## src/hdl/lct_ram.sv

```systemverilog
// Generic single-port RAM with registered read.
// Depends on nothing.
`timescale 1ns / 1ps
module lct_ram #(
  parameter int Width = 8,
  parameter int Depth = 16
) (
  input  logic                     clk_i,
  input  logic                     we_i,
  input  logic [$clog2(Depth)-1:0] addr_i,
  input  logic [Width-1:0]         wdata_i,
  output logic [Width-1:0]         rdata_o
);
  logic [Width-1:0] mem [Depth];
  always_ff @(posedge clk_i) begin
    if (we_i) begin
      mem[addr_i] <= wdata_i;
    end
    rdata_o <= mem[addr_i];
  end
endmodule

```

## config.mk

```make
export PLATFORM = sky130hd
export DESIGN_NAME = lct_ram
export DESIGN_NICKNAME = d
export VERILOG_FILES = /design/src/hdl/lct_ram.sv
export SDC_FILE = /design/constraint.sdc
export NUM_CORES = 1
export LEC_CHECK = 0
export BUFFER_PORTS_ARGS = -buffer_cell sky130_fd_sc_hd__buf_2
export CAP_MARGIN = 20
export CORE_UTILIZATION = 25
export CTS_CLUSTER_DIAMETER = 30
export DETAILED_ROUTE_END_ITERATION = 8
export HOLD_SLACK_MARGIN = 0.05
export PLACE_DENSITY_LB_ADDON = 0.08
export SYNTH_ARGS = -nofsm -noshare
export SYNTH_HDL_FRONTEND = slang
export SYNTH_SLANG_ARGS = --single-unit
```

## constraint.sdc

```tcl
create_clock -name clk_i -period 1.5 [get_ports clk_i]
set_input_delay 0 -clock clk_i [delete_from_list [all_inputs] [get_ports clk_i]]
set_output_delay 0 -clock clk_i [all_outputs]
set_load 0.1 [all_outputs]
```

==> metrics.md <==
| Metric | Value |
|---|---|
| Worst hold margin | 0.144 ns |
| Starting density of the core | 0.258 |
| Clock Power Share | 0.433 |
| Number of core rows | 51 |
| Peak VDD IR | 0.611 mV |
| Fmax achieved | 731 MHz |
| Run status | finished clean |
| Number of antenna violations at the first check in global routing | 0 |
| Number of CTS-inserted buffers | 17 |
| Dominant delay contributor by cell family on the critical path | multiplexers |
| Detailed-routing iteration count for the pre-antenna-repair pass | 4 |
| Average wire per standard cell | 19.3 um |
| Hold worst-path end | rdata_o[0]$_DFF_P_ |
| Die Footprint | 20800 sq um |
| Fraction of power spent switching nets | 0.222 |
| CTS H-Tree Depth | 4 |
| Number of synthesized register bits | 136 |
| Element type at the critical path start | flop |
| Stage delay of the slowest cell on the critical path | 0.47 ns |
| Worst R2R Path Depth | 3 |
| Beginning of the worst register-to-register path | mem[11][1]$_DFFE_PP_ |
| Cell Area, Synth | 5070 sq um |
| Horiz. Die Dim | 144 um |
| Vias after detailed routing | 2423 |
| Yosys warns | 0 |
| Buffers from clock root to sink, at most | 2 |
| Cell Pwr Density | 1370 nW/um^2 |
| Worst hold stages | 4 |
| Global placement routability congestion | 0.650 |
| Post-layout total power | 8650 uW |
| First-iteration detailed-routing DRC count | 160 |
| Kind of path behind the tightest hold check | in -> reg |
| Wirelength, routed | 11100 um |
| RSZ-0062 raised after global routing | false |
| Die Ht | 144 um |
| Fillers | 1946 |
| Antenna Diode Count | 0 |
| TritonCTS clock tree | yes |
| Seq pwr share | 0.494 |
| Number of pins exceeding their max-slew limit in the final report | 0 |
| R2r endpoint | rdata_o[1]$_DFF_P_ |
| Count of different cell masters after synthesis | 18 |
| Combined area of the multi-input logic cells | 1000 sq um |
| Final hold viol count | 0 |
| Combinational fraction of design power | 0.073 |
| Buffer cell driving the clock tree root | sky130_fd_sc_hd__clkbuf_16 |
| Post-CTS setup buffer count | 0 |
| Final cell utilization of the core | 0.322 |
| Core ar. | 19700 sq um |
| Number of nets in the synthesized netlist | 244 |
| Endpoints failing setup | 0 |
| Minimum period implied by the final worst setup slack | 1.37 ns |
| Post-detail-place hpwl | 7460 um |
| Largest net degree at the start of global routing | 20 |
| Global-route wire length before repair | 16800 um |
| Cells after Synth | 230 |
| Transition time at the pin with the least slew margin | 0.795 ns |
| Number of port buffers | 21 |
| Insertion delay to the later sink of the worst-skew pair | 0.41 ns |
| Kind of critical path | reg -> reg |
| Antenna Nets Post-Route | 0 |
| Critical-path cell list | mux4_2 -> a22oi_1 -> nand2_1 |
| Net switching power of the design | 1920 uW |
| Ports | 22 |
| Number of violations of the max-capacitance limit | 0 |
| Overall overflow remaining after global route | 0 |
| Max Clock Skew | 0.00502 ns |
| Sequential cell area in the final layout | 4000 sq um |
| Share of post-route cells with drive strength above 1 | 0.360 |
| Avg Cell Area, Syn | 22.0 sq um |
| Clock input transition at the sequential cells of the worst setup and hold paths | 0.05 ns |
| Part of the Yosys area used for sequential elements | 0.790 |
| Internal power | 6730 uW |
| Final setup TNS | 0 ns |
| Worst slew margin relative to its limit | 0.469 |
| Via count of the first global-routing pass | 2599 |
| Cell with the largest stage delay on the worst path | sky130_fd_sc_hd__mux4_2 |
| Worst EP arrival | 1.65 ns |
| Leakage power figure | 0.00209 uW |
| Sink Count | 136 |
| Number of buffers and inverters on the critical path | 0 |
| Total track usage | 0.121 |
| Detail-routed via count per cell | 4.23 |
| Min-delay src | addr_i[3] |
| Remaining design rule violation count | 0 |
| CP endpoint kind | flop |
| Final clock period utilization by the worst path | 0.911 |
| Layout Area Growth over Synthesis | 24.7% |
| Setup slack of the most critical reg-to-reg path | 0.13 ns |
| Maximum net fanout on the critical path | 1 |
| Critical Path RT | 1.78 ns |
| Final layout net count | 310 |
-- flip-flops by register name, summed over array words and instances (netlist names) --
| register | cells |
|---|---|
| mem | 128 |
| rdata_o | 8 |
-- metrics by stage --
stage                     std cells  cell area, sq um  setup slack [ns]
after floorplan                 230              5070           0.00699
after global placement          534              5710           0.00373
after detailed placement        534              5710            0.0403
after CTS                       573              6320             0.150
after global routing            573              6320             0.120
final                           573              6320             0.133
-- cells in the final DEF, fill, tap and decap left out, drive strengths merged, types with 2 or more instances in the layout --
| master | n |
|---|---|
| a22oi | 16 |
| buf | 50 |
| clkbuf | 19 |
| clkinv | 10 |
| dfxtp | 8 |
| dlygate4sd3 | 8 |
| edfxtp | 128 |
| mux4 | 32 |
| nand2 | 9 |
| nand2b | 2 |
| nand3b | 2 |
| nor2 | 13 |
| nor2b | 2 |
| nor3 | 4 |
-- power groups by stage --
stage	clock network, uW	logic, uW	registers, uW
floorplan	0	219	4530
global placement	0	629	4350
detailed placement	0	629	4350
CTS	3840	648	4280
global route	4000	673	4280
finish	3740	629	4270
-- how the worst max path moves through the flow --
stage | from | to | cells after the start
floorplan | addr_i[2] | mem[0][0]$_DFFE_PP_ | 2
global placement | addr_i[0] | rdata_o[7]$_DFF_P_ | 6
detailed placement | addr_i[0] | rdata_o[7]$_DFF_P_ | 6
CTS | mem[14][1]$_DFFE_PP_ | rdata_o[1]$_DFF_P_ | 3
global route | mem[14][1]$_DFFE_PP_ | rdata_o[1]$_DFF_P_ | 3
finish | mem[11][1]$_DFFE_PP_ | rdata_o[1]$_DFF_P_ | 3
-- per-layer routing --
metal,routed length (um),GRT usage,share of wire
met5,0,0,0
met4,246,0.0598,0.022
met3,355,0.0295,0.032
met2,5570,0.193,0.50
met1,4900,0.152,0.44
-- synthesized netlist by cell type, drive strengths merged --
| cell | number | area (sq um) |
|---|---|---|
| mux4 | 32 | 721 |
| nor3 | 4 | 20.0 |
| nand2b | 2 | 12.5 |
| edfxtp | 128 | 3840 |
| nand3b | 2 | 15.0 |
| a22oi | 16 | 120 |
| dfxtp | 8 | 160 |
| nor2 | 13 | 48.8 |
| or3b | 1 | 8.76 |
| clkbuf | 3 | 12.5 |
| nor2b | 2 | 12.5 |
| and2 | 1 | 6.26 |
| nand2 | 9 | 33.8 |
| buf | 8 | 47.5 |
| nand3 | 1 | 5.00 |
-- layout make-up --
class | instances | area share
clock buffer | 19 | 0.0701
clock inverter | 12 | 0.0135
multi-input combinational | 83 | 0.159
sequential | 136 | 0.634
tap | 265 | 0.0525
timing repair buffer | 58 | 0.0717
-- cells by family after synthesis --
| family | after synthesis | share of synthesized area |
|---|---|---|
| buffers and inverters | 11 | 0.0119 |
| AOI/OAI and AO/OA | 16 | 0.0237 |
| and+or+nand+nor | 35 | 0.0321 |
| muxes | 32 | 0.142 |
| DFF | 136 | 0.790 |
-- timing repair --
action                                 4_1_cts  5_1_grt
setup endpoints to repair                    0        0
endpoints found under the hold margin      128        0
resized for setup                            0        0
hold buffers                                 8        0
-- worst min-delay path: stages --
cell and delay (ns):
sky130_fd_sc_hd__buf_2 0.14, sky130_fd_sc_hd__nor2_1 0.10, sky130_fd_sc_hd__a22oi_1 0.19, sky130_fd_sc_hd__nand2_1 0.07
(Power assumes the default switching activity.)
