<file path="src/hdl/lct_pkg.sv">
// Package for the LFU cache tag block: sizes, command codes and state types.
// Depends on nothing.
`timescale 1ns / 1ps
package lct_pkg;
  localparam int Sets = 256;
  localparam int Ways = 4;
  localparam int SetW = $clog2(Sets) > 0 ? $clog2(Sets) : 1;
  localparam int WayW = $clog2(Ways) > 0 ? $clog2(Ways) : 1;
  localparam int WayCntW = $clog2(Ways + 1);
  localparam int Lines = Sets * Ways;
  localparam int LineW = $clog2(Lines);
  localparam int TagW = 61;
  localparam int EntW = TagW + 2;
  localparam int CntW = 32;
  localparam logic [3:0] MaxIdx = 4'($clog2(Sets));
  localparam logic [3:0] ShMin = 4'd3;
  localparam logic [3:0] ShMax = 4'd12;
  localparam logic CfgLine = 1'b0;
  localparam logic CfgSets = 1'b1;

  typedef enum logic [2:0] {
    CmdRead = 3'd0, CmdWrite = 3'd1, CmdClean = 3'd2, CmdInval = 3'd3, CmdCleanInval = 3'd4
  } cmd_e;

  typedef enum logic [2:0] {
    StIdle, StRead, StScan, StFetch, StUpdate, StOut
  } state_e;

  typedef struct packed {
    logic           valid;
    logic           dirty;
    logic [TagW-1:0] tag;
  } entry_t;

  typedef struct packed {
    logic        found;
    logic [WayW-1:0] hit_way;
    logic [WayW-1:0] victim;
  } scan_t;
endpackage

</file>
<file path="src/hdl/lct_scan.sv">
// Way-by-way compare unit: one tag compare and one count compare per cycle while step_i is high.
// Depends on lct_pkg.
`timescale 1ns / 1ps
module lct_scan import lct_pkg::*; (
  input  logic            clk_i,
  input  logic            rst_ni,
  input  logic            start_i,
  input  logic            step_i,
  input  logic [WayW-1:0] way_i,
  input  entry_t          ent_i,
  input  logic [CntW-1:0] cnt_i,
  input  logic [TagW-1:0] tag_i,
  output scan_t           res_o
);
  scan_t res_q, res_d;
  logic [CntW-1:0] min_q, min_d;
  always_comb begin
    res_d = res_q;
    min_d = min_q;
    if (start_i) begin
      res_d = '0;
      min_d = '1;
    end else if (step_i) begin
      if (ent_i.valid && ent_i.tag == tag_i && !res_q.found) begin
        res_d.found = 1'b1;
        res_d.hit_way = way_i;
      end
      if (way_i == '0 || cnt_i < min_q) begin
        res_d.victim = way_i;
        min_d = cnt_i;
      end
    end
  end
  always_ff @(posedge clk_i or negedge rst_ni) begin
    if (!rst_ni) begin
      res_q <= '0;
      min_q <= '0;
    end else begin
      res_q <= res_d;
      min_q <= min_d;
    end
  end
  assign res_o = res_q;
endmodule

</file>
<file path="config.mk">
export PLATFORM = sky130hd
export DESIGN_NAME = lct_scan
export DESIGN_NICKNAME = d
export VERILOG_FILES = /design/src/hdl/lct_pkg.sv /design/src/hdl/lct_scan.sv
export SDC_FILE = /design/constraint.sdc
export NUM_CORES = 1
export LEC_CHECK = 0
export BUFFER_PORTS_ARGS = -buffer_cell sky130_fd_sc_hd__buf_2
export CORE_MARGIN = 2
export CORE_UTILIZATION = 46
export DETAILED_ROUTE_END_ITERATION = 8
export GPL_TIMING_DRIVEN = 0
export PLACE_DENSITY = 0.81
export RECOVER_POWER = 50
export SYNTH_ARGS = -nofsm -noshare
export SYNTH_HDL_FRONTEND = slang
export SYNTH_SLANG_ARGS = --single-unit
</file>
<file path="constraint.sdc">
create_clock -name clk_i -period 3.39 [get_ports clk_i]
set_clock_uncertainty 0.2 [all_clocks]
set_input_delay 0.339 -clock clk_i [delete_from_list [all_inputs] [get_ports clk_i]]
set_output_delay 0.339 -clock clk_i [all_outputs]
set_load 0.01 [all_outputs]
</file>
==> metrics.md, run 1 <==
| Metric | Value |
|---|---|
| Post-synth EDFFs | `0` |
| Min Hold Slack | `0.107 ns` |
| H-tree Lvls | `2` |
| DR iter-0 viols | `131` |
| Fraction of registers with async set/reset | `1.00` |
| Longest Clk Path Bufs | `2` |
| Seq/Total Area, Yosys | `0.288` |
| Antenna cells | `0` |
| Row cnt | `30` |
| Logic pwr share | `0.297` |
| Clock Latency Late Sink | `0.29 ns` |
| Root buffer cell | `clkbuf_8` |
| Drt via density | `5.39` |
| Routed wire length per instance | `15.1 um` |
| Final Util | `0.630` |
| Post-synth top area share | `0.288` |
| Slew HR | `-0.411` |
| Hold Path Depth | `2` |
| Clock-pin slew on the worst setup and hold paths | `0.08 ns` |
| Syn Nets | `550` |
| Unrepaired setup endpoints after global routing | `no` |
| Arrival time worst endpoint | `2.76 ns` |
| Min-Delay Endpoint | `min_q[25]$_DFFE_PN0P_` |
| Remaining DRCs | `0` |
| Clock power frac | `0.317` |
| Buffer and inverter count on the worst path | `2` |
| Crit path cell chain | `inv_1, ha_1, a21oi_1, o21ai_0, a221o_1, o31ai_2, clkbuf_1, a31oi_1, a21o_1` |
| DP Area | `4160 um2` |
| Psw | `361 uW` |
| Cts hold-fix bufs | `1` |
| First-pass GRT wire length | `15.2 mm` |
| Wl on met1 | `4.01 mm` |
| Final WL | `9.46 mm` |
| #FFs+latches synth | `37` |
| Internal | `899 uW` |
| Final period utilization | `0.818` |
| Initial antenna violation count | `0` |
| Wire length on met3 | `521 um` |
| CP Max Fanout | `10` |
| Reg power frac | `0.386` |
| Gate Count Post-Synth | `357` |
| Max-Cap Viols | `1` |
| Top delay family on crit path | `compound AO/OA/AOI/OAI gates` |
| Initial Util | `0.473` |
| Switch share | `0.287` |
| Syn Area/Cell | `9.00 um2` |
| Power per cell area | `295 nW/um2` |
| Leak | `2.11 nW` |
| Die Width | `87.6 um` |
| GRT Residual Overflow | `0` |
| Post-synthesis cell area | `3210 um2` |
| Worst R2R Path Depth | `9` |
| Synth area leaders | `dfrtp_1, ha_1, xnor2_1, inv_1, a21oi_1` |
| Setup WS post-layout | `0.617 ns` |
| Setup tns final | `0 ns` |
| Hold_sp | `cnt_i[25]` |
| Routability congestion estimate | `0.806` |
| Core ar. | `6790 um2` |
| Worst r2r src | `min_q[19]$_DFFE_PN0P_` |
| Die area | `7670 um2` |
| Crit end category | `register` |
| Worst r2r dst | `res_o[1]$_DFFE_PN0P_` |
| Layout cells sized above 1 | `0.339` |
| Hpwl dp | `7.75 mm` |
| Violated checks | `capacitance limit, slew limit` |
| Fin nets | `723` |
| Most instantiated library cell after synthesis | `inv_1` |
| Total CTS buffers | `5` |
| CTS tree | `yes` |
| Max-slew violation count | `38` |
| Slowest cell delay on critical path | `0.44 ns` |
| IO Count | `167` |
| Area growth syn-to-layout | `33.1%` |
| Largest net degree at the start of global routing | `38` |
| IO buf count | `165` |
| Post-synth cell types | `45` |
| Clock sinks | `37` |
| Met2 routed WL | `4.75 mm` |
| Status | `complete, but fails checks` |
| Max Used Layer | `met4` |
| Setup slack at placement | `0.563 ns` |
| Type of the worst min-delay path | `input pin to register` |
| Worst slew pin tran | `2.12 ns` |
| Worst setup SP type | `register` |
| Peak supply drop | `193 uV` |
| Vias in the first global route | `3450` |
| Final min period | `2.77 ns` |
| Via count | `3379` |
| Worst EP required | `3.38 ns` |
| Cell taking the most area after synthesis | `dfrtp_1` |
| Overall Global Routing Usage | `0.248` |
| Synth Flop Type | `dfrtp_1` |
| # resized after CTS | `0` |
| Yosys warns | `0` |
| Setup bufs post-CTS | `0` |
| Post-DRT Antenna Nets | `0` |
| Fmax achieved | `0.361 GHz` |
| Post-route cell area | `4280 um2` |
| Drt first pass iters | `4` |
| Critical setup path kind | `register to register` |
| # setup viols final | `0` |
| R2R setup slack | `0.62 ns` |
| Top cells by count, synth | `inv_1, dfrtp_1, xnor2_1, ha_1, a21oi_1` |
| Die Ht | `87.6 um` |
| Max stage delay cell, worst path | `clkbuf_1` |
| Final hold vios | `0` |
## stage by stage
step | power [mW] | instances
after floorplan | 0.692 | 357
after global placement | 0.851 | 618
after detailed placement | 0.867 | 618
after CTS | 1.27 | 627
after global routing | 1.34 | 627
final | 1.26 | 627
## worst max path at each step
| stage | end | cells past startpoint | from | slack [ns] |
|---|---|---|---|---|
| final | res_o[1]$_DFFE_PN0P_ | 9 | min_q[19]$_DFFE_PN0P_ | 0.62 |
| after CTS | min_q[10]$_DFFE_PN0P_ | 9 | min_q[30]$_DFFE_PN0P_ | 0.61 |
| after floorplan | min_q[22]$_DFFE_PN0P_ | 9 | min_q[13]$_DFFE_PN0P_ | 0.91 |
| after global routing | min_q[8]$_DFFE_PN0P_ | 2 | rst_ni | 0.35 |
| after global placement | res_o[1]$_DFFE_PN0P_ | 9 | cnt_i[30] | 0.56 |
| after detailed placement | res_o[1]$_DFFE_PN0P_ | 9 | cnt_i[30] | 0.56 |
## power by group through the flow
stage | registers [mW] | logic, mW | clock network [mW]
detailed placement | 0.494 | 0.373 | 0
floorplan | 0.491 | 0.201 | 0
finish | 0.486 | 0.375 | 0.400
global route | 0.489 | 0.419 | 0.429
CTS | 0.485 | 0.377 | 0.411
global placement | 0.492 | 0.359 | 0
## metal layers
| metal | track usage | vias up |
|---|---|---|
| met2 | 0.448 | 103 |
| li1 | - | 1665 |
| met3 | 0.0490 | 22 |
| met4 | 0.0685 | 0 |
| met1 | 0.301 | 1589 |
| met5 | 0 | - |
## placed cells by master, fill, tap and decap left out, types with 8 or more instances in the layout
| master | Yosys | final |
|---|---|---|
| nor3b_1 | 20 | 20 |
| nand4_1 | 14 | 14 |
| inv_1 | 42 | 42 |
| clkbuf_1 | 10 | 17 |
| buf_2 | 4 | 163 |
| nand2b_1 | 8 | 8 |
| xnor2_1 | 36 | 36 |
| xor2_1 | 9 | 9 |
| nor2b_1 | 13 | 13 |
| a21oi_1 | 30 | 30 |
| ha_1 | 31 | 31 |
| o32a_1 | 13 | 13 |
| dfrtp_1 | 37 | 37 |
| a31oi_1 | 21 | 21 |
## cells by family (layout without fill, tap and decap cells)
| kind of cell | after synthesis | after routing | share of synthesized area |
|---|---|---|---|
| AOI/OAI and AO/OA | 95 | 95 | 0.218 |
| xor gates and xnor gates | 45 | 45 | 0.123 |
| adders and majority gates | 31 | 31 | 0.121 |
| buffers and inverters | 58 | 232 | 0.0716 |
| DFF | 37 | 37 | 0.288 |
| and+or+nand+nor | 91 | 91 | 0.179 |
## worst register-to-register path, stage by stage, from the launching register on
cell and delay [ns]:
dfrtp_1 0.35, inv_1 0.05, ha_1 0.31, a21oi_1 0.15, o21ai_0 0.13, a221o_1 0.32
o31ai_2 0.41, clkbuf_1 0.44, a31oi_1 0.15, a21o_1 0.17
## registers in the layout, summed over array words and instances (netlist names)
name,flops
min_q,32
res_o,5
## area by class of cell
cell class	count	area (um2)
inverters	42	158
fillers	600	2510
clock buffers	7	86.3
well taps	96	120
plain buffers	16	72.6
clock inverters	1	30.0
multi-input cells	262	2060
repair buffers	166	828
flip-flops and latches	37	926
Power figures use the tool's default switching activity.
==> run 2, diff against run 1 <==
- CORE_UTILIZATION: 46 -> 42
- PLACE_DENSITY: 0.81 -> 0.78
- clock period: 3.39 -> 2.2 ns (I/O delays scaled with it)
==> run 2 against run 1 <==
Against the previous run:
- the run ends with setup timing left
- critical path depth up 1
- worst setup slack got worse by 1.0 ns
- global-route usage is 1.1 points lower
- design area up 12%
- register-to-register slack worse by 1.0 ns
- sequential power rose by 55%
- critical endpoint unchanged
==> metrics.md, run 2 (synthesis gave the netlist of run 1 again) <==
| Metric | Value |
|---|---|
| Most frequent cells in the layout | `buf_2, inv_1, dfrtp_1` |
| Worst EP required | `2.18 ns (-1.20 ns)` |
| Routed wire length per instance | `16.3 um (+8.1%)` |
| Multi-input logic area | `2370 um2 (+15%)` |
| Largest net degree at the start of global routing | `38 (unchanged)` |
| Crit end category | `register` |
| Fin nets | `739 (+2.2%)` |
| Logic pwr share | `0.367 (+0.070)` |
| Total CTS buffers | `5 (unchanged)` |
| Violated checks | `setup timing` |
| Longest Clk Path Bufs | `2 (unchanged)` |
| Die area | `8370 um2 (+9.1%)` |
| Internal | `1.31 mW (+46%)` |
| Unrepaired setup endpoints after global routing | `yes` |
| Final hold vios | `0 (unchanged)` |
| Clock-pin slew on the worst setup and hold paths | `0.07 ns (about the same)` |
| Via count | `3508 (+3.8%)` |
| Area growth syn-to-layout | `48.5%` |
| Vias in the first global route | `3602 (+4.4%)` |
| Status | `complete, but fails checks` |
| Tot Pwr | `1.92 mW (+52%)` |
| Fmax achieved | `0.382 GHz (+5.8%)` |
| Max reg flops | `32 (unchanged)` |
| Drt first pass iters | `4 (unchanged)` |
| Initial antenna violation count | `0 (unchanged)` |
| Overall Global Routing Usage | `0.238 (-0.0106)` |
| Clock power frac | `0.241 (-0.076)` |
| # setup viols final | `34 (+34)` |
| Switch share | `0.315 (+0.0280)` |
| Worst setup SP type | `register` |
| Final WL | `10.5 mm (+12%)` |
| Die Width | `91.5 um (+4.4%)` |
| Largest Register | `min_q` |
| First-pass GRT wire length | `16.3 mm (+7.4%)` |
| Core ar. | `7330 um2 (+7.9%)` |
| Initial Util | `0.438 (-0.0346)` |
| Reg power frac | `0.392 (+0.006)` |
| Type of the worst min-delay path | `input pin to register` |
| H-tree Lvls | `2 (unchanged)` |
| Post-DRT Antenna Nets | `0 (unchanged)` |
| Final period utilization | `1.19 (+0.373)` |
| Fillers | `612 (+2.0%)` |
| Remaining DRCs | `0 (unchanged)` |
| Leak | `2.24 nW (+6.2%)` |
| Min Hold Slack | `0.0121 ns (-0.0949 ns)` |
| Commonest non-fill, non-tap cell in the layout | `buf_2` |
| Max-Cap Viols | `0 (-1)` |
| Setup WS post-layout | `-0.421 ns (-1.04 ns)` |
| Drt via density | `5.42 (+0.61%)` |
| GRT Residual Overflow | `0 (unchanged)` |
| Register area | `926 um2 (unchanged)` |
| Layout cells sized above 1 | `0.435 (+0.0961)` |
| Row cnt | `31 (+3.3%)` |
| DR iter-0 viols | `130 (-0.76%)` |
| CP Max Fanout | `5 (-5)` |
| IO buf count | `165 (unchanged)` |
| Psw | `603 uW (+67%)` |
| Peak supply drop | `324 uV (+68%)` |
| Critical setup path kind | `register to register` |
| Clock Latency Late Sink | `0.29 ns (about the same)` |
| Die Ht | `91.5 um (+4.4%)` |
| Arrival time worst endpoint | `2.60 ns (-0.16 ns)` |
| Root buffer cell | `clkbuf_8` |
| Routability congestion estimate | `0.919 (+14%)` |
| CTS tree | `yes` |
| Setup slack at placement | `-0.476 ns (-1.04 ns)` |
| Hpwl dp | `7.80 mm (+0.59%)` |
| Slew HR | `0.360 (+0.771)` |
| Clock sinks | `37 (unchanged)` |
| Max-slew violation count | `0 (-100%)` |
| IO Count | `167 (unchanged)` |
| Final min period | `2.62 ns (-0.152 ns)` |
| Worst slew pin tran | `0.960 ns (-1.16 ns)` |
| Power per cell area | `402 nW/um2 (+36%)` |
## run 2: changes by cell type in the layout (fill, tap and decap cells not counted), sizes merged
cell,delta
diode,+1
buf,+13
bufinv,-1
clkbuf,+3
dlygate4sd3,+1
## run 2: layout make-up
type                       instances  share of cell area
clock buffer                       8              0.0168
sequential                        37               0.194
multi-input combinational        262               0.496
buffer                            16              0.0244
inverter                          42              0.0330
antenna                            1            0.000524
tap                               99              0.0260
timing repair buffer             182               0.209
## run 2: stage by stage
step | area [um2] | util | setup TNS (ns) | std cells
after detailed placement | 4200 | 0.572 | -13.20 | 621
after CTS | 4500 | 0.614 | -9.43 | 640
after global placement | 4200 | 0.572 | -12.04 | 621
after global routing | 4770 | 0.651 | -15.67 | 646
final | 4770 | 0.651 | -13.32 | 647
after floorplan | 3250 | - | -3.38 | 357
## run 2: what timing repair did
action / 4_1_cts / 5_1_grt
cloned: 1 / 2
endpoints found under the hold margin: 38 / 0
pin swaps: 12 / 14
setup endpoints to repair: 34 / 34
gates resized for setup: 32 / 33
hold buffers: 2 / 0
buffers inserted: 8 / 4
## run 2: path summary, 6_finish.rpt
kind	start	end	slack [ns]	cells past startpoint
max	min_q[15]$_DFFE_PN0P_	res_o[1]$_DFFE_PN0P_	-0.42	10
min	cnt_i[23]	min_q[23]$_DFFE_PN0P_	0.01	2
max reg2reg	min_q[15]$_DFFE_PN0P_	res_o[1]$_DFFE_PN0P_	-0.42	10
min reg2reg	min_q[26]$_DFFE_PN0P_	min_q[26]$_DFFE_PN0P_	0.30	1
max in group asynchronous	rst_ni	res_o[2]$_DFFE_PN0P_	0.79	2
min in group asynchronous	rst_ni	min_q[3]$_DFFE_PN0P_	0.41	2
## run 2: critical path: stages (launching register included)
cell	delay, ns
dfrtp_1	0.37
inv_2	0.05
ha_4	0.26
and4_4	0.25
nand4_1	0.17
a2111oi_4	0.37
o311ai_4	0.19
buf_4	0.19
and2_4	0.17
buf_8	0.15
a21o_1	0.15
## run 2: layer usage
layer	up-vias	track usage	share of wire
li1	1687	-	-
met1	1699	0.301	0.43
met2	108	0.421	0.51
met3	14	0.0423	0.052
met4	0	0.0505	0.013
met5	-	0	0
## run 2: power by group through the flow
stage                     combinational (mW)  clock [mW]  sequential, mW
final                                  0.705       0.462           0.752
after global routing                   0.779       0.505           0.756
after CTS                              0.636       0.471           0.749
after detailed placement               0.584           0           0.762
after global placement                 0.565           0           0.759
after floorplan                        0.320           0           0.757
